==> src/design/chp_pkg.sv <==
// Shared types and constants for the chunk header parser.
`default_nettype none
package chp_pkg;

  localparam int unsigned ID_W = 17;
  localparam logic [31:0] MARK24 = 32'h00FF_FFFF;
  localparam logic [16:0] ID_OFFSET = 17'd64;
  localparam logic [5:0] ID_CODE_TWO = 6'd0;
  localparam logic [5:0] ID_CODE_THREE = 6'd1;

  localparam logic [1:0] FMT_FULL = 2'd0;
  localparam logic [1:0] FMT_NO_MSID = 2'd1;
  localparam logic [1:0] FMT_TS_ONLY = 2'd2;
  localparam logic [1:0] FMT_NONE = 2'd3;

  localparam int unsigned QDEPTH = 4;
  localparam int unsigned QPTR_W = 2;
  localparam int unsigned QCNT_W = 3;

  typedef struct packed {
    logic        status;
    logic [1:0]  header_format;
    logic [16:0] chunk_stream;
    logic [31:0] msg_timestamp;
    logic [23:0] msg_length;
    logic [7:0]  msg_type;
    logic [31:0] msg_stream;
  } result_t;

  typedef struct packed {
    logic        err;
    logic [1:0]  fmt;
    logic [16:0] id;
    logic [31:0] ts;
    logic [23:0] len;
    logic [7:0]  typ;
    logic [31:0] msid;
  } cmd_t;

  typedef struct packed {
    logic [31:0] ts;
    logic [23:0] len;
    logic [7:0]  typ;
    logic [31:0] msid;
  } slot_t;

  typedef struct packed {
    logic        en;
    logic [16:0] id;
  } rd_req_t;

endpackage
`default_nettype wire

==> src/design/chp_front.sv <==
// Byte parser: decodes basic and message headers into header commands.
`default_nettype none
module chp_front #(
  parameter int unsigned STREAM_SLOTS = 64
) (
  input  wire logic            clk_i,
  input  wire logic            rst_ni,
  input  wire logic            byte_valid_i,
  input  wire logic [7:0]      byte_i,
  input  wire logic            mark_i,
  output chp_pkg::rd_req_t     rd_o,
  output logic                 cmd_valid_o,
  output chp_pkg::cmd_t        cmd_o
);

  typedef enum logic [3:0] {
    PH_BASIC, PH_ID1, PH_ID2A, PH_ID2B, PH_TS, PH_LEN, PH_TYPE, PH_MSID, PH_EXT
  } phase_e;

  localparam logic [5:0] ID_CODE_TWO_L = chp_pkg::ID_CODE_TWO;
  localparam logic [5:0] ID_CODE_THREE_L = chp_pkg::ID_CODE_THREE;

  phase_e      phase_q, phase_d;
  logic [2:0]  idx_q, idx_d;
  logic [1:0]  fmt_q, fmt_d;
  logic [16:0] id_q, id_d;
  logic [31:0] ts_q, ts_d;
  logic [23:0] len_q, len_d;
  logic [7:0]  type_q, type_d;
  logic [31:0] msid_q, msid_d;

  logic        id_fire, chk, emit;
  logic [16:0] id_now;
  logic [1:0]  fmt_now;
  logic [31:0] chk_ts, emit_ts;

  always_comb begin
    phase_d = phase_q;
    idx_d = idx_q;
    fmt_d = fmt_q;
    id_d = id_q;
    ts_d = ts_q;
    len_d = len_q;
    type_d = type_q;
    msid_d = msid_q;
    id_fire = 1'b0;
    chk = 1'b0;
    emit = 1'b0;
    id_now = id_q;
    fmt_now = fmt_q;
    chk_ts = ts_q;
    emit_ts = ts_q;
    rd_o = '0;
    cmd_valid_o = 1'b0;
    cmd_o = '0;

    if (byte_valid_i) begin
      unique case (phase_q)
        PH_BASIC: begin
          fmt_now = byte_i[7:6];
          fmt_d = fmt_now;
          idx_d = 3'd0;
          if (byte_i[5:0] == ID_CODE_TWO_L) begin
            phase_d = PH_ID1;
          end else if (byte_i[5:0] == ID_CODE_THREE_L) begin
            phase_d = PH_ID2A;
          end else begin
            id_now = {11'd0, byte_i[5:0]};
            id_fire = 1'b1;
          end
        end
        PH_ID1: begin
          id_now = {9'd0, byte_i} + chp_pkg::ID_OFFSET;
          id_fire = 1'b1;
        end
        PH_ID2A: begin
          id_d = {9'd0, byte_i};
          phase_d = PH_ID2B;
        end
        PH_ID2B: begin
          id_now = {1'b0, byte_i, 8'd0} + id_q + chp_pkg::ID_OFFSET;
          id_fire = 1'b1;
        end
        PH_TS: begin
          ts_d = {8'd0, ts_q[15:0], byte_i};
          idx_d = idx_q + 3'd1;
          if (idx_q == 3'd2) begin
            idx_d = 3'd0;
            if (fmt_q == chp_pkg::FMT_FULL || fmt_q == chp_pkg::FMT_NO_MSID) begin
              phase_d = PH_LEN;
            end else begin
              chk = 1'b1;
              chk_ts = ts_d;
            end
          end
        end
        PH_LEN: begin
          len_d = {len_q[15:0], byte_i};
          idx_d = idx_q + 3'd1;
          if (idx_q == 3'd2) begin
            idx_d = 3'd0;
            phase_d = PH_TYPE;
          end
        end
        PH_TYPE: begin
          type_d = byte_i;
          if (fmt_q == chp_pkg::FMT_FULL) begin
            phase_d = PH_MSID;
            idx_d = 3'd0;
            msid_d = '0;
          end else begin
            chk = 1'b1;
          end
        end
        PH_MSID: begin
          msid_d = msid_q | (32'(byte_i) << {idx_q[1:0], 3'b000});
          idx_d = idx_q + 3'd1;
          if (idx_q == 3'd3) begin
            chk = 1'b1;
          end
        end
        PH_EXT: begin
          ts_d = {ts_q[23:0], byte_i};
          idx_d = idx_q + 3'd1;
          if (idx_q == 3'd3) begin
            emit = 1'b1;
            emit_ts = ts_d;
          end
        end
        default: begin
          phase_d = PH_BASIC;
          idx_d = 3'd0;
        end
      endcase
    end

    if (id_fire) begin
      id_d = id_now;
      if (32'(id_now) >= 32'(STREAM_SLOTS)) begin
        // Unknown stream: report at once, drop the rest of the header
        cmd_valid_o = 1'b1;
        cmd_o.err = 1'b1;
        cmd_o.fmt = fmt_now;
        cmd_o.id = id_now;
        phase_d = PH_BASIC;
        idx_d = 3'd0;
      end else begin
        rd_o.en = 1'b1;
        rd_o.id = id_now;
        ts_d = '0;
        idx_d = 3'd0;
        if (fmt_now != chp_pkg::FMT_NONE) begin
          phase_d = PH_TS;
        end else begin
          chk = 1'b1;
          chk_ts = '0;
        end
      end
    end

    if (chk) begin
      if ((fmt_now == chp_pkg::FMT_NONE && mark_i) || chk_ts == chp_pkg::MARK24) begin
        phase_d = PH_EXT;
        idx_d = 3'd0;
        ts_d = '0;
      end else begin
        emit = 1'b1;
        emit_ts = chk_ts;
      end
    end

    if (emit) begin
      cmd_valid_o = 1'b1;
      cmd_o.err = 1'b0;
      cmd_o.fmt = fmt_now;
      cmd_o.id = id_d;
      cmd_o.ts = emit_ts;
      cmd_o.len = len_d;
      cmd_o.typ = type_d;
      cmd_o.msid = msid_d;
      phase_d = PH_BASIC;
      idx_d = 3'd0;
    end
  end

  always_ff @(posedge clk_i or negedge rst_ni) begin
    if (!rst_ni) begin
      phase_q <= PH_BASIC;
      idx_q <= '0;
      fmt_q <= '0;
      id_q <= '0;
      ts_q <= '0;
      len_q <= '0;
      type_q <= '0;
      msid_q <= '0;
    end else begin
      phase_q <= phase_d;
      idx_q <= idx_d;
      fmt_q <= fmt_d;
      id_q <= id_d;
      ts_q <= ts_d;
      len_q <= len_d;
      type_q <= type_d;
      msid_q <= msid_d;
    end
  end

endmodule
`default_nettype wire

==> config.mk <==
export PLATFORM = sky130hd
export DESIGN_NAME = chp_front
export DESIGN_NICKNAME = d
export VERILOG_FILES = /design/src/design/chp_pkg.sv /design/src/design/chp_front.sv
export SDC_FILE = /design/constraint.sdc
export NUM_CORES = 1
export LEC_CHECK = 0
export BUFFER_PORTS_ARGS = -buffer_cell sky130_fd_sc_hd__buf_2
export CAP_MARGIN = 20
export CORE_UTILIZATION = 30
export DETAILED_ROUTE_END_ITERATION = 10
export MAX_ROUTING_LAYER = met4
export PLACE_DENSITY = 0.58
export SLEW_MARGIN = 15
export SYNTH_ARGS = -nofsm -noshare
export SYNTH_HDL_FRONTEND = slang
export SYNTH_SLANG_ARGS = --single-unit
==> constraint.sdc <==
create_clock -name clk_i -period 3.7 [get_ports clk_i]
set_input_delay 0.37 -clock clk_i [delete_from_list [all_inputs] [get_ports clk_i]]
set_output_delay 0.37 -clock clk_i [all_outputs]
set_load 0.01 [all_outputs]
Yosys cells after proc, flatten, opt, wreduce, memory -nomap -nowiden
Cells that the tools add are included.

Bits in registers: 122.

Add/subtract/negate cells: 4. Order comparisons: 1. Equal/unequal tests: 15. Shift-type cells: 1. Muxes and demuxes: 81. Bitwise operators: 1. Reductions and logical operators: 11.

Operator list (count): 2-to-1 mux 32 bit (19); one-hot mux 32 bit (2 select lines) (2); 2-to-1 mux 116 bit (1); 2-to-1 mux 17 bit (6); 2-to-1 mux 4 bit (13); one-hot mux 17 bit (3 select lines) (1); 2-to-1 mux 24 bit (2); 2-to-1 mux 20 bit (2); 2-to-1 mux 18 bit (2); == test 32 x 24 -> 1 bit, second input constant (1); bitwise OR 32 bit (1); << shifter 8 x 5 -> 32 bit (1); one-hot mux 4 bit (6 select lines) (1); 2-to-1 mux 3 bit (7); 2-to-1 mux 1 bit (18); adder 16 x 17 -> 17 bit (1); adder 17 x 7 -> 17 bit, second input constant (1); greater-or-equal comparator 17 x 7 -> 1 bit, second input constant (1); == test 4 x 3 -> 1 bit, second input constant (4); 2-to-1 mux 8 bit (2); one-hot mux 3 bit (4 select lines) (1); adder 8 x 7 -> 9 bit, second input constant (1); == test 4 x 2 -> 1 bit, second input constant (2); == test 3 x 2 -> 1 bit, second input constant (2); other kinds (18) (22).

Logic depth before layout (Yosys ltp)
Depth after elaboration: 14. Gate-level depth with buffers: 11.

Worst setup path before layout
OpenSTA, ideal clock, no wires.

Path kind: reg-to-output. Start point: register phase_q[2]. End point: output cmd_o[0] (netlist bit). Arrival time: 2.902 ns. Data required time: 3.330 ns. Path slack: 0.428 ns. Stages on the path, launching flop included: 12. Path buffers: 4. Cell sequence: dfrtp_1 > clkbuf_1 > or3b_1 > buf_2 > a211oi_4 > nor2_1 > a2111oi_2 > nand4b_2 > o31a_1 > buf_2 > buf_2 > nor3_1.

RTL lines: from (decl) (line chp_front.sv:23) `phase_e phase_q, phase_d;`; from (signal assigned) (line chp_front.sv:197) `phase_q <= phase_d;`; to (decl) (line chp_front.sv:13) `output chp_pkg::cmd_t cmd_o`.

==> results.tsv <==
metric	value	unit
status	completed	
crit_family	compound AO/OA/AOI/OAI gates	
cp_slowest_stage_delay	0.42	ns
vdd_drop_max	0.4365	mV
cts_max_level	4	
yosysSeqAreaShare	0.4393	
syn_to_final_growth	33.42	%
rsz0062_at_grt	yes	
cellPowerDensity	665.0	nW/µm²
dp_hpwl	14560	µm
min_period	3.666	ns
floorplan.rows	55	
synth_edf_count	0	
grt_util_all_layers	0.1953	
dr.pass1.iters	4	
avgViaCountPerCell	5.268	
crit_top_cell	buf_12	
grt_pass1_wl	34820	µm
start_util	0.3060	
fin_hold_ws	0.3505	ns
tritoncts	done	
drc_errors	0	
clkSlewWorstSetupHoldPaths	0.06	ns
skew	0.008105	ns
final_layout_size_suffix_gt1_frac	0.3448	
die_area	23780	µm²
fmax	272.7	MHz
globalplace.congestion	0.9019	
crit_required	3.33	ns
period_share	0.9909	
yosysUniqueCellTypes	60	
multi_input_area	3860	µm²
antenna_left	0	
wl	22410	µm
vias	6422	
dp.cells	1171	
endpoint_kind	output pin	
grt_pass1_vias	6207	
syn_area	6949	µm²
slew-limit-headroom	0.5445	
cp_slowest_cell	dfrtp_1	
crit_type	reg2out	
syn_inst	756	
p_leak	4.516	nW
pin_count	147	
utilization	0.4083	
regArea	3057	µm²
crit_fanout	30	
die_w	154.2	µm
syn_area_per_cell	9.192	µm²
portBuffers	135	
clock-sinks	122	
final-max-slew-violation-count	0	
grt_start_max_net_pins	75	
fin_cells	1219	
min_path_type	in2reg	
final_cell_mix	buf_2, dfrtp_1, nand2_1, a21oi_1, nor2_1	
layout_commonest_cell	buf_2	
clk_latency	0.42	ns
ctsRootBufferMaster	clkbuf_16	
drt_iter0_drc	343	
startpoint_type	register	
hold_viol_final	0	
max_cap_violations	0	
setup_ws	0.03358	ns
diodes	0	
dp_slack	0.02525	ns
path_buf_inv	3	
core_area	22710	µm²
num-fill-cells	2237	
die_h	154.2	µm
antenna_found_initial	0	
grt_overflow	0	
yosys_most_used_dff	dfrtp_1	
worst_pin_slew	0.6808	ns
crit_chain	ha_4, a21oi_4, o221ai_2, mux2_4, a2111oi_4, nand4b_4, o31a_1, buf_12, buf_12, nor3_1, buf_2	
finalSetupViolations	0	
wl_per_cell	18.38	µm
cts_buffer_depth	2	
ys_warn_count	0	
ys_ff_latch	122	
cts_buffers	17	
synthArstFlopShare	1.000	
nNetsFinal	946	
cp_data_arrival_time	3.30	ns
==> kinds of logic (layout without fill, tap and decap cells) <==
logic type / count (synthesis) / in the layout / synth area share
other cells: 1 / 11 / 0.0005396
flops: 122 / 122 / 0.4393
fa+ha+maj: 13 / 13 / 0.02341
simple gates: 296 / 296 / 0.2072
compound gates: 189 / 189 / 0.1910
buf+inv: 79 / 247 / 0.05203
xor+xnor: 4 / 4 / 0.005042
mux: 52 / 52 / 0.08138
==> sequential cells by signal (all words and copies together), names as in the netlist <==
name and flops:
phase_q 4, fmt_q 2, msid_q 32, idx_q 3
type_q 8, ts_q 32, len_q 24, id_q 17
==> routing by layer <==
| metal | GRT usage | wire length, µm | vias up |
|---|---|---|---|
| met5 | - | 0 | - |
| met4 | 0.05238 | 444 | 0 |
| met3 | 0.04539 | 1205 | 34 |
| met2 | 0.3061 | 10400 | 206 |
| met1 | 0.2526 | 10360 | 3147 |
| li1 | - | - | 3035 |
==> through the flow <==
stage / TNS, ns / total power, W / area, µm²
2_1_floorplan: 0 / 0.003389 / 6987
3_3_place_gp: 0 / 0.004253 / 8209
3_5_place_dp: 0 / 0.004271 / 8209
4_1_cts: 0 / 0.006077 / 9015
5_1_grt: -3.032 / 0.006526 / 9271
6_report: 0 / 0.006165 / 9271
==> worst min-delay path, stage by stage <==
cell	delay, ns
buf_2	0.10
buf_4	0.18
a211oi_1	0.08
==> cell usage after synthesis, drive strengths merged (13+ instances only) <==
master	count	area share
and2	39	0.035
a21oi	72	0.052
nand2	85	0.046
a32o	24	0.035
dfrtp	122	0.44
nor3	44	0.032
o21ai	15	0.011
mux2i	16	0.023
mux2	36	0.058
ha	13	0.023
nor2	67	0.036
buf	26	0.023
a22oi	15	0.016
clkbuf	42	0.023
==> final timing paths <==
kind | endpoint | slack, ns | depth (start not counted) | from
worst max-delay path | cmd_o[0] | 0.03 | 11 | id_q[9]
worst min-delay path | phase_q[0] | 0.35 | 3 | byte_valid_i
worst max register to register | phase_q[3] | 0.89 | 9 | id_q[9]
worst min register to register | msid_q[2] | 0.48 | 2 | msid_q[2]
max in group asynchronous | idx_q[1] | 2.36 | 4 | rst_ni
min in group asynchronous | id_q[13] | 0.43 | 2 | rst_ni
==> final cells by class <==
type                       instances  area share
clock buffer                      18     0.04737
clock inverter                    14     0.01633
inverter                          11    0.004453
multi-input combinational        565      0.4163
sequential                       122      0.3297
tap                              285     0.03846
timing repair buffer             204      0.1474
==> power by group <==
group / switching, W / total (W) / internal [W]
registers: 0.000310 / 0.00201 / 0.00170
clock network: 0.000717 / 0.00169 / 0.000971
logic: 0.00140 / 0.00246 / 0.00106
total: 0.00243 / 0.00617 / 0.00374
==> what timing repair did <==
action                                  CTS  global route
cloned                                    1             1
endpoints found under the hold margin     0            26
hold buffers                              0             1
resized for setup                        26            36
endpoints found under the setup margin  115           116
pin swaps                                 6            13
buffers inserted                          4            10
Power figures use the tool's default switching activity.
