`src/design/chp_pkg.sv`:
```
// Shared types and constants for the chunk header parser.
`default_nettype none
package chp_pkg;

  localparam int unsigned ID_W = 17;
  localparam logic [31:0] MARK24 = 32'h00FF_FFFF;
  localparam logic [16:0] ID_OFFSET = 17'd64;
  localparam logic [5:0] ID_CODE_TWO = 6'd0;
  localparam logic [5:0] ID_CODE_THREE = 6'd1;

  localparam logic [1:0] FMT_FULL = 2'd0;
  localparam logic [1:0] FMT_NO_MSID = 2'd1;
  localparam logic [1:0] FMT_TS_ONLY = 2'd2;
  localparam logic [1:0] FMT_NONE = 2'd3;

  localparam int unsigned QDEPTH = 4;
  localparam int unsigned QPTR_W = 2;
  localparam int unsigned QCNT_W = 3;

  typedef struct packed {
    logic        status;
    logic [1:0]  header_format;
    logic [16:0] chunk_stream;
    logic [31:0] msg_timestamp;
    logic [23:0] msg_length;
    logic [7:0]  msg_type;
    logic [31:0] msg_stream;
  } result_t;

  typedef struct packed {
    logic        err;
    logic [1:0]  fmt;
    logic [16:0] id;
    logic [31:0] ts;
    logic [23:0] len;
    logic [7:0]  typ;
    logic [31:0] msid;
  } cmd_t;

  typedef struct packed {
    logic [31:0] ts;
    logic [23:0] len;
    logic [7:0]  typ;
    logic [31:0] msid;
  } slot_t;

  typedef struct packed {
    logic        en;
    logic [16:0] id;
  } rd_req_t;

endpackage
`default_nettype wire

```
`src/design/chp_fifo.sv`:
```
// Result queue between the table stage and the output port.
`default_nettype none
module chp_fifo (
  input  wire logic                        clk_i,
  input  wire logic                        rst_ni,
  input  wire logic                        push_i,
  input  wire chp_pkg::result_t            push_data_i,
  input  wire logic                        pop_i,
  output logic                             valid_o,
  output chp_pkg::result_t                 data_o,
  output logic [chp_pkg::QCNT_W-1:0]       count_o
);

  localparam int unsigned QCNT_W = chp_pkg::QCNT_W;

  chp_pkg::result_t store_q [chp_pkg::QDEPTH];
  logic [chp_pkg::QPTR_W-1:0] wr_ptr_q, rd_ptr_q;
  logic [chp_pkg::QCNT_W-1:0] count_q;
  logic do_pop;

  assign valid_o = (count_q != '0);
  assign data_o = store_q[rd_ptr_q];
  assign count_o = count_q;
  assign do_pop = pop_i && valid_o;

  always_ff @(posedge clk_i) begin
    if (push_i) begin
      store_q[wr_ptr_q] <= push_data_i;
    end
  end

  always_ff @(posedge clk_i or negedge rst_ni) begin
    if (!rst_ni) begin
      wr_ptr_q <= '0;
      rd_ptr_q <= '0;
      count_q <= '0;
    end else begin
      if (push_i) begin
        wr_ptr_q <= wr_ptr_q + 1'b1;
      end
      if (do_pop) begin
        rd_ptr_q <= rd_ptr_q + 1'b1;
      end
      count_q <= count_q + QCNT_W'(push_i) - QCNT_W'(do_pop);
    end
  end

endmodule
`default_nettype wire

```
`config.mk`:
```
export PLATFORM = sky130hd
export DESIGN_NAME = chp_fifo
export DESIGN_NICKNAME = d
export VERILOG_FILES = /design/src/design/chp_pkg.sv /design/src/design/chp_fifo.sv
export SDC_FILE = /design/constraint.sdc
export NUM_CORES = 1
export LEC_CHECK = 0
export BUFFER_PORTS_ARGS = -buffer_cell sky130_fd_sc_hd__buf_2
export CORE_MARGIN = 4
export CORE_UTILIZATION = 55
export DETAILED_ROUTE_END_ITERATION = 8
export MAX_ROUTING_LAYER = met4
export PLACE_DENSITY = 0.77
export SYNTH_ARGS = -nofsm -noshare
export SYNTH_HDL_FRONTEND = slang
export SYNTH_SLANG_ARGS = --single-unit
```
`constraint.sdc`:
```
create_clock -name clk_i -period 4.95 [get_ports clk_i]
set_input_delay 0.99 -clock clk_i [delete_from_list [all_inputs] [get_ports clk_i]]
set_output_delay 0.99 -clock clk_i [all_outputs]
set_load 0.01 [all_outputs]
```
# After elaboration in Yosys (flattened, before gate mapping)
# Memory sizes are Yosys's and may differ from the RTL's.
# Index checks and enable logic that the tools add are counted.
[op_classes] add_sub_neg=4 mux=2 n_reduce_logical=2
[ops] op="$add 2x1->2 const B" count=2
[ops] op="$add 3x1->3" count=1
[ops] op="$reduce_bool 3->1" count=1
[ops] op="$sub 3x1->3" count=1
[ops] op="$mux 1" count=2
[ops] op="$logic_and 1x1->1" count=1
[word_totals] ff_bits=7 ramBits=464 input_bits=120 out_inout_bits=120 word_cells=12 memories=1
[mem_list] memory="store_q" depth=4 width=116 rd=1 rd_ports_with_merged_regs=0 write_ports=1 line="chp_fifo.sv:16" rtl="chp_pkg::result_t store_q [chp_pkg::QDEPTH];"

# Depth between registers and ports, before layout
# Gate-level depths: netlist (run 1).
[logic_depth] ltp_word=3 mapped_depth=7 ltp_nobuf=7

# Worst setup path before layout (run 1)
# No wires, ideal clock.
[synth_timing] kind="input-to-reg" start="in push_i" end="mem store_q[0][0] in the netlist's numbering (enable)" setup_ns=0.488 arrival_time_ns=3.655 required_ns=4.462 setup_slack_ns=0.806 path_stages=1 n_path_buf=0 path_cell_list="and2_1"
[synth_via] elab_chain_cells=2
[synth_lines] element="start, declared" line="chp_fifo.sv:6" rtl="input wire logic push_i,"
[synth_lines] element="$mux 1" line="chp_fifo.sv:27" rtl="if (push_i) begin"
[synth_lines] element="$mux 1 (not written as such)" line="chp_fifo.sv:28" rtl="store_q[wr_ptr_q] <= push_data_i;"
[synth_lines] element="end, declared" line="chp_fifo.sv:16"
# No other way between the ends.

==> key figures, run 1 <==
Power
  • Fraction of power spent switching nets: 28.2%
  • Share of total power in sequential cells: 46.1%
  • Combinational share of power: 27.5%
  • Switching component of the power: 3380 µW
  • IR drop worst, VDD: 0.000363 V
  • Clock share of power: 26.3%
  • Reported leakage power: 0.00688 µW
  • Internal Pwr Total: 8590 µW
  • Power density normalized to cell area: 593 mW/mm²

Logic synthesis
  • Avg Synthesized Cell Area: 26.7 µm²
  • Post-synthesis net count: 767
  • Xor and xnor area share after synthesis: 0.256%
  • Post-synthesis compound-gate area fraction: 0.132%
  • Synth Warn #: 0
  • Largest family of logic cells by synthesized area: multiplexers
  • Syn Std Cell Area: 0.0171 mm²
  • Fraction of the mapped netlist area in adder cells: 0.556%
  • Synth Register Bits: 471
  • Synth unique cells: 18
  • Part of the Yosys area used for sequential elements: 82.6%
  • Mux cell area share after synthesis: 15.3%
  • Basic-gate share of the synthesized area counting and, or, nand and nor cells: 0.205%
  • Number of standard cells after synthesis: 640

Clock tree
  • Clock-pin slew on the worst setup and hold paths: 60 ps
  • Bufs on Longest Clock Path: 3
  • H-tree depth: 2
  • Number of buffers inserted to repair setup after CTS: 0
  • Total CTS buffers: 46
  • Number of cells upsized or downsized after cts: 0
  • Clock Tree Root: sky130_fd_sc_hd__clkbuf_16
  • Clock latency at the later pin of the worst-skew pair: 530 ps
  • Hold buffer count at CTS: 0
  • TritonCTS clock tree: done
  • Clock net sink count: 471

Cells and area
  • # fillers: 1998
  • Area growth from synthesis to layout: 18.2%
  • Share of post-route cells with drive strength above 1: 45.7%
  • Number of nets at the end of the flow: 1036

Worst setup path
  • Arrival time worst endpoint: 2690 ps
  • Sort of element at the end of the critical path: output port
  • Number of cells on the critical path: 3
  • Crit Path Max Fanout: 39
  • Data required time of the worst path: 3960 ps
  • Worst-path cell chain: buf_4 > mux4_2 > buf_2
  • Slowest-stage cell, CP: sky130_fd_sc_hd__dfrtp_4
  • Max incr delay on CP: 960 ps
  • Critical path class: reg2out
  • Worst Setup Start Kind: register
  • Crit path max-delay family: flip-flops
  • Number of buffer and inverter stages on the critical path: 2
  • R2R cell count: 4

Routing
  • Initial drt markers: 526
  • Final wirelength: 30400 µm
  • Detailed-route vias per instance: 5.59
  • Post-route DRC: 0
  • Wire per inst: 22.5 µm
  • Drt pass-1 iters: 4
  • Antenna-violating nets left: 0
  • Vias: 7559

Global route
  • Global router's overall resource usage: 19.0%
  • Global-route wire length before repair: 47800 µm
  • Remaining global-route overflow: 0
  • Maximum number of pins on one net before global-route repair: 94
  • Via count of the first global-routing pass: 8318
  • Initial antenna violation count: 11

STA
  • Worst slew margin: 37.5%
  • Actual transition at the worst max-transition pin: 938 ps
  • Fin crit period: 3680 ps
  • Peak Freq: 272 MHz
  • Count of final hold-check violations: 0
  • Accumulated negative setup slack: 0 ps
  • RSZ-0062 raised after global routing: no
  • Skew final: 11.6 ps
  • Final setup violating endpoints: 0
  • Worst-case setup margin in the final layout: 1270 ps
  • Max Slew Vio Count: 0
  • Post-route clock period utilization: 74.3%
  • Worst hold margin: 280 ps

Floorplan
  • Top-Level Pins: 240
  • Horizontal extent of the die: 184 µm
  • Vert. Die Dim: 184 µm
  • Die area: 0.0340 mm²
  • Initial standard-cell utilization of the core: 55.9%
  • Core footprint: 0.0306 mm²
  • Site Rows: 64

Job
  • Number of violations of the max-capacitance limit: 0

Run status
  • Status: complete, no violations

Placed design
  • Final weighted congestion in routability-driven placement: 0.718
  • Worst setup slack after placement: 1760 ps
  • PortBufs: 239

Min path
  • Hold/Removal Path Class: in2async
==> placed cells by master (no fill, tap or decap) <==
| master | synthesis | layout |
|---|---|---|
| sky130_fd_sc_hd__edfxtp_1 | 464 | 464 |
| sky130_fd_sc_hd__buf_2 | 14 | 239 |
| sky130_fd_sc_hd__mux4_2 | 116 | 116 |
| sky130_fd_sc_hd__clkbuf_16 | 0 | 47 |
| sky130_fd_sc_hd__diode_2 | 0 | 13 |
| sky130_fd_sc_hd__clkbuf_1 | 7 | 13 |
| sky130_fd_sc_hd__clkinv_2 | 0 | 10 |
| sky130_fd_sc_hd__clkinv_1 | 0 | 8 |
| sky130_fd_sc_hd__buf_12 | 0 | 7 |
| sky130_fd_sc_hd__inv_1 | 6 | 6 |
| sky130_fd_sc_hd__ha_1 | 6 | 6 |
| sky130_fd_sc_hd__dfrtp_1 | 7 | 5 |
| sky130_fd_sc_hd__and2_4 | 0 | 4 |
| sky130_fd_sc_hd__xnor2_1 | 3 | 3 |
| sky130_fd_sc_hd__xor2_1 | 2 | 2 |
| sky130_fd_sc_hd__dfrtp_4 | 0 | 2 |
| sky130_fd_sc_hd__o31a_1 | 1 | 1 |
| sky130_fd_sc_hd__or3_1 | 1 | 1 |
| sky130_fd_sc_hd__nand2_1 | 1 | 1 |
| sky130_fd_sc_hd__o21ai_0 | 1 | 1 |
| sky130_fd_sc_hd__o311ai_0 | 1 | 1 |
| sky130_fd_sc_hd__fa_1 | 1 | 1 |
| sky130_fd_sc_hd__inv_6 | 0 | 1 |
| sky130_fd_sc_hd__clkbuf_8 | 0 | 1 |
| sky130_fd_sc_hd__bufinv_16 | 0 | 1 |
| sky130_fd_sc_hd__clkinv_4 | 0 | 1 |
| sky130_fd_sc_hd__clkinvlp_4 | 0 | 1 |
| sky130_fd_sc_hd__buf_4 | 1 | 1 |
==> synth_stat cells, drive strengths merged <==
cell	number	share of area (%)
o311ai	1	0.051
dfrtp	7	1.0
o21ai	1	0.029
o31a	1	0.051
clkbuf	7	0.15
edfxtp	464	82
xnor2	3	0.15
fa	1	0.12
and2	4	0.15
xor2	2	0.10
ha	6	0.44
nand2	1	0.022
mux4	116	15
inv	6	0.13
buf	19	0.72
or3	1	0.037
==> power by group through the flow <==
| stage | Clock [µW] | Combinational (µW) | Sequential (µW) |
|---|---|---|---|
| 3_5_place_dp | 0 | 3400 | 5620 |
| 4_1_cts | 3230 | 3410 | 5540 |
| 2_1_floorplan | 0 | 2270 | 5490 |
| 3_3_place_gp | 0 | 3370 | 5580 |
| 6_report | 3150 | 3300 | 5520 |
| 5_1_grt | 3420 | 3580 | 5610 |
==> cell families after synthesis <==
group | after synthesis
buffers and inverters | 32
xor gates and xnor gates | 5
muxes | 116
DFF | 471
AOI/OAI and AO/OA | 3
and+or+nand+nor | 6
adders and majority gates | 7
==> final timing paths <==
path / end / startpoint / slack [ps]
worst max-delay path: data_o[105] / rd_ptr_q[0] / 1270
worst min-delay path: rd_ptr_q[0] / rst_ni / 280
worst max register to register: store_q[0][108] / wr_ptr_q[0] / 2720
worst min register to register: wr_ptr_q[0] / wr_ptr_q[0] / 540
max in group asynchronous: rd_ptr_q[1] / rst_ni / 4500
min in group clk_i: wr_ptr_q[0] / wr_ptr_q[0] / 540
==> state kept, by name (all words and copies together) (netlist names) <==
| register | cells |
|---|---|
| count_o | 3 |
| rd_ptr_q | 2 |
| store_q | 464 |
| wr_ptr_q | 2 |
==> metal layers <==
layer	wire (µm)	GRT usage [%]	vias to the layer above
met2	15200	29.6	224
met1	12000	24.9	3946
li1	-	-	3334
met4	743	5.74	0
met5	0	-	-
met3	2430	5.41	55
==> through the flow <==
step           std cells  total power [µW]  area (µm²)  util (%)
2_1_floorplan        640              7760       17100         -
3_3_place_gp        1257              8950       18800      61.4
3_5_place_dp        1257              9020       18800      61.4
4_1_cts             1340             12200       20200      65.9
5_1_grt             1351             12600       20200      66.0
6_report            1353             12000       20200      66.0
==> area by class of cell <==
cell class / count / area, µm² / area share [%]
Sequential cell: 471 / 14100 / 69.9
Timing Repair Buffer: 247 / 1340 / 6.65
Tap cell: 396 / 495 / 2.45
Clock buffer: 61 / 1240 / 6.13
Inverter: 6 / 22.5 / 0.111
Clock inverter: 22 / 135 / 0.669
Multi-Input combinational cell: 137 / 2820 / 14.0
Antenna cell: 13 / 32.5 / 0.161
No activity file was read; power rests on OpenSTA's default activity.
==> inputs of run 2 (changes only) <==
--- a/config.mk
+++ b/config.mk
@@ -7,10 +7,10 @@
 export LEC_CHECK = 0
 export BUFFER_PORTS_ARGS = -buffer_cell sky130_fd_sc_hd__buf_2
 export CORE_MARGIN = 4
-export CORE_UTILIZATION = 55
+export CORE_UTILIZATION = 51
 export DETAILED_ROUTE_END_ITERATION = 8
 export MAX_ROUTING_LAYER = met4
-export PLACE_DENSITY = 0.77
+export PLACE_DENSITY = 0.75
 export SYNTH_ARGS = -nofsm -noshare
 export SYNTH_HDL_FRONTEND = slang
 export SYNTH_SLANG_ARGS = --single-unit
==> constraint.sdc (replaced) <==
create_clock -name clk_i -period 3.2 [get_ports clk_i]
set_input_delay 0.64 -clock clk_i [delete_from_list [all_inputs] [get_ports clk_i]]
set_output_delay 0.64 -clock clk_i [all_outputs]
set_load 0.01 [all_outputs]
==> key figures, run 2 (synthesis results as in run 1) <==
Run status
  • Status: complete, no violations

Global route
  • Remaining global-route overflow: 0
  • Global-route wire length before repair: 48700 µm
  • Global router's overall resource usage: 18.4%
  • Via count of the first global-routing pass: 8436
  • Maximum number of pins on one net before global-route repair: 72
  • Initial antenna violation count: 6

Floorplan
  • Site Rows: 66
  • Initial standard-cell utilization of the core: 52.1%
  • Core footprint: 0.0328 mm²
  • Vert. Die Dim: 191 µm
  • Top-Level Pins: 240
  • Die area: 0.0365 mm²
  • Horizontal extent of the die: 191 µm

Power
  • Clock share of power: 28.1%
  • Reported leakage power: 0.00700 µW
  • Share of total power in sequential cells: 43.9%
  • Switching component of the power: 5350 µW
  • IR drop worst, VDD: 0.000655 V
  • Internal Pwr Total: 13800 µW
  • Combinational share of power: 28.0%
  • Fraction of power spent switching nets: 27.9%
  • Power density normalized to cell area: 935 mW/mm²

STA
  • Worst slew margin: 53.4%
  • Post-route clock period utilization: 88.4%
  • Max Slew Vio Count: 0
  • Fin crit period: 2830 ps
  • Actual transition at the worst max-transition pin: 698 ps
  • Accumulated negative setup slack: 0 ps
  • Peak Freq: 354 MHz
  • RSZ-0062 raised after global routing: no
  • Skew final: 12.2 ps
  • Worst-case setup margin in the final layout: 373 ps
  • Final setup violating endpoints: 0
  • Count of final hold-check violations: 0

Cells and area
  • Final Core Density: 62.5%
  • Highest-count cells in the layout ignoring fill and taps: sky130_fd_sc_hd__edfxtp_1 (464), sky130_fd_sc_hd__buf_2 (239), sky130_fd_sc_hd__mux4_2 (116)
  • Register with the most flip-flops: store_q
  • Area growth from synthesis to layout: 19.9%
  • Number of nets at the end of the flow: 1044
  • Share of post-route cells with drive strength above 1: 46.2%
  • Number of flip-flops under the largest register name: 464
  • Most common cell after layout, fill and taps aside: sky130_fd_sc_hd__edfxtp_1

Min path
  • Hold/Removal Path Class: in2reg

Worst setup path
  • Arrival time worst endpoint: 2190 ps
  • Sort of element at the end of the critical path: output port
  • Max incr delay on CP: 700 ps
  • Worst Setup Start Kind: register
  • Critical path class: reg2out
  • Crit Path Max Fanout: 53
  • Data required time of the worst path: 2560 ps
  • Worst-path cell chain: buf_12 > mux4_2 > buf_2
  • Slowest-stage cell, CP: sky130_fd_sc_hd__dfrtp_4

Routing
  • Drt pass-1 iters: 4
  • Wire per inst: 22.8 µm
  • Initial drt markers: 413
  • Final wirelength: 31900 µm
  • Antenna-violating nets left: 0
  • Detailed-route vias per instance: 5.39
  • Vias: 7555
  • Post-route DRC: 0

Job
  • Number of violations of the max-capacitance limit: 0

Clock tree
  • Clock net sink count: 471
  • Clock Tree Root: sky130_fd_sc_hd__clkbuf_16
  • H-tree depth: 2
  • Bufs on Longest Clock Path: 3
  • Clock-pin slew on the worst setup and hold paths: 60 ps
  • Number of cells upsized or downsized after cts: 0
  • TritonCTS clock tree: done
  • Clock latency at the later pin of the worst-skew pair: 550 ps
  • Total CTS buffers: 46

Placed design
  • Worst setup slack after placement: 899 ps
  • PortBufs: 239
  • Final weighted congestion in routability-driven placement: 0.724
  • Half-perimeter wire length of the detailed placement result: 18900 µm
## run 2: changes by cell type in the layout (fill, tap and decap cells not counted)
cell                            before  now
sky130_fd_sc_hd__clkinv_2           10    6
sky130_fd_sc_hd__diode_2            13    8
sky130_fd_sc_hd__clkbuf_8            1    0
sky130_fd_sc_hd__inv_6               1    0
sky130_fd_sc_hd__buf_4               1    6
sky130_fd_sc_hd__clkbuf_1           13    8
sky130_fd_sc_hd__buf_12              7    9
sky130_fd_sc_hd__dlygate4sd3_1       0    1
sky130_fd_sc_hd__clkinv_1            8   11
sky130_fd_sc_hd__bufinv_16           1    6
sky130_fd_sc_hd__clkbuf_16          47   49
## run 2: layer usage
layer	GRT usage, %	part of all wire (%)	vias up
li1	-	-	3340
met1	22.9	40	3941
met2	30.0	51	230
met3	4.53	6.8	44
met4	6.55	2.3	0
met5	-	0	-
## run 2: through the flow
stage | hold slack (ps) | cells | total power [µW] | area (µm²)
floorplan | 344 | 640 | 11900 | 17100
detailed placement | 486 | 1310 | 14100 | 18900
global placement | 483 | 1310 | 13900 | 18900
finish | 299 | 1401 | 19100 | 20500
CTS | 256 | 1393 | 19500 | 20500
global route | 275 | 1399 | 20100 | 20500
## run 2: timing repair
item,in CTS,in global routing
endpoints found under the hold margin,7,0
endpoints found under the setup margin,0,0
hold buffers,1,0
buffers inserted,0,0
## run 2: path summary, 6_finish.rpt
path                                  end            start  slack [ps]  depth (start not counted)
setup / recovery               data_o[39]      rd_ptr_q[1]         370                          3
hold / removal             store_q[3][83]  push_data_i[83]         300                          1
setup reg to reg               count_o[2]       count_o[1]        1060                          7
hold reg to reg               wr_ptr_q[0]      wr_ptr_q[0]         540                          1
max in group asynchronous     rd_ptr_q[0]           rst_ni        2570                          2
min in group asynchronous     wr_ptr_q[1]           rst_ni         440                          2
## run 2: final cells by class
class	instances	area (µm²)
flip-flops and latches	471	14100
fillers	2216	12300
multi-input cells	137	2820
repair buffers	255	1430
clock buffers	57	1260
well taps	442	553
clock inverters	25	268
inverters	6	22.5
diodes	8	20.0
## run 2: worst max-delay path, delay by kind of cell (launching register included)
kind                   cells  cell delay, ps
buffers and inverters      2             510
DFF                        1             700
muxes                      1             370
## run 2: power groups by stage
stage	Sequential (µW)	Clock [µW]	Combinational [µW]
after global routing	8510	5780	5800
after detailed placement	8540	0	5520
final	8410	5390	5350
after floorplan	8410	0	3520
after CTS	8420	5520	5550
after global placement	8470	0	5480
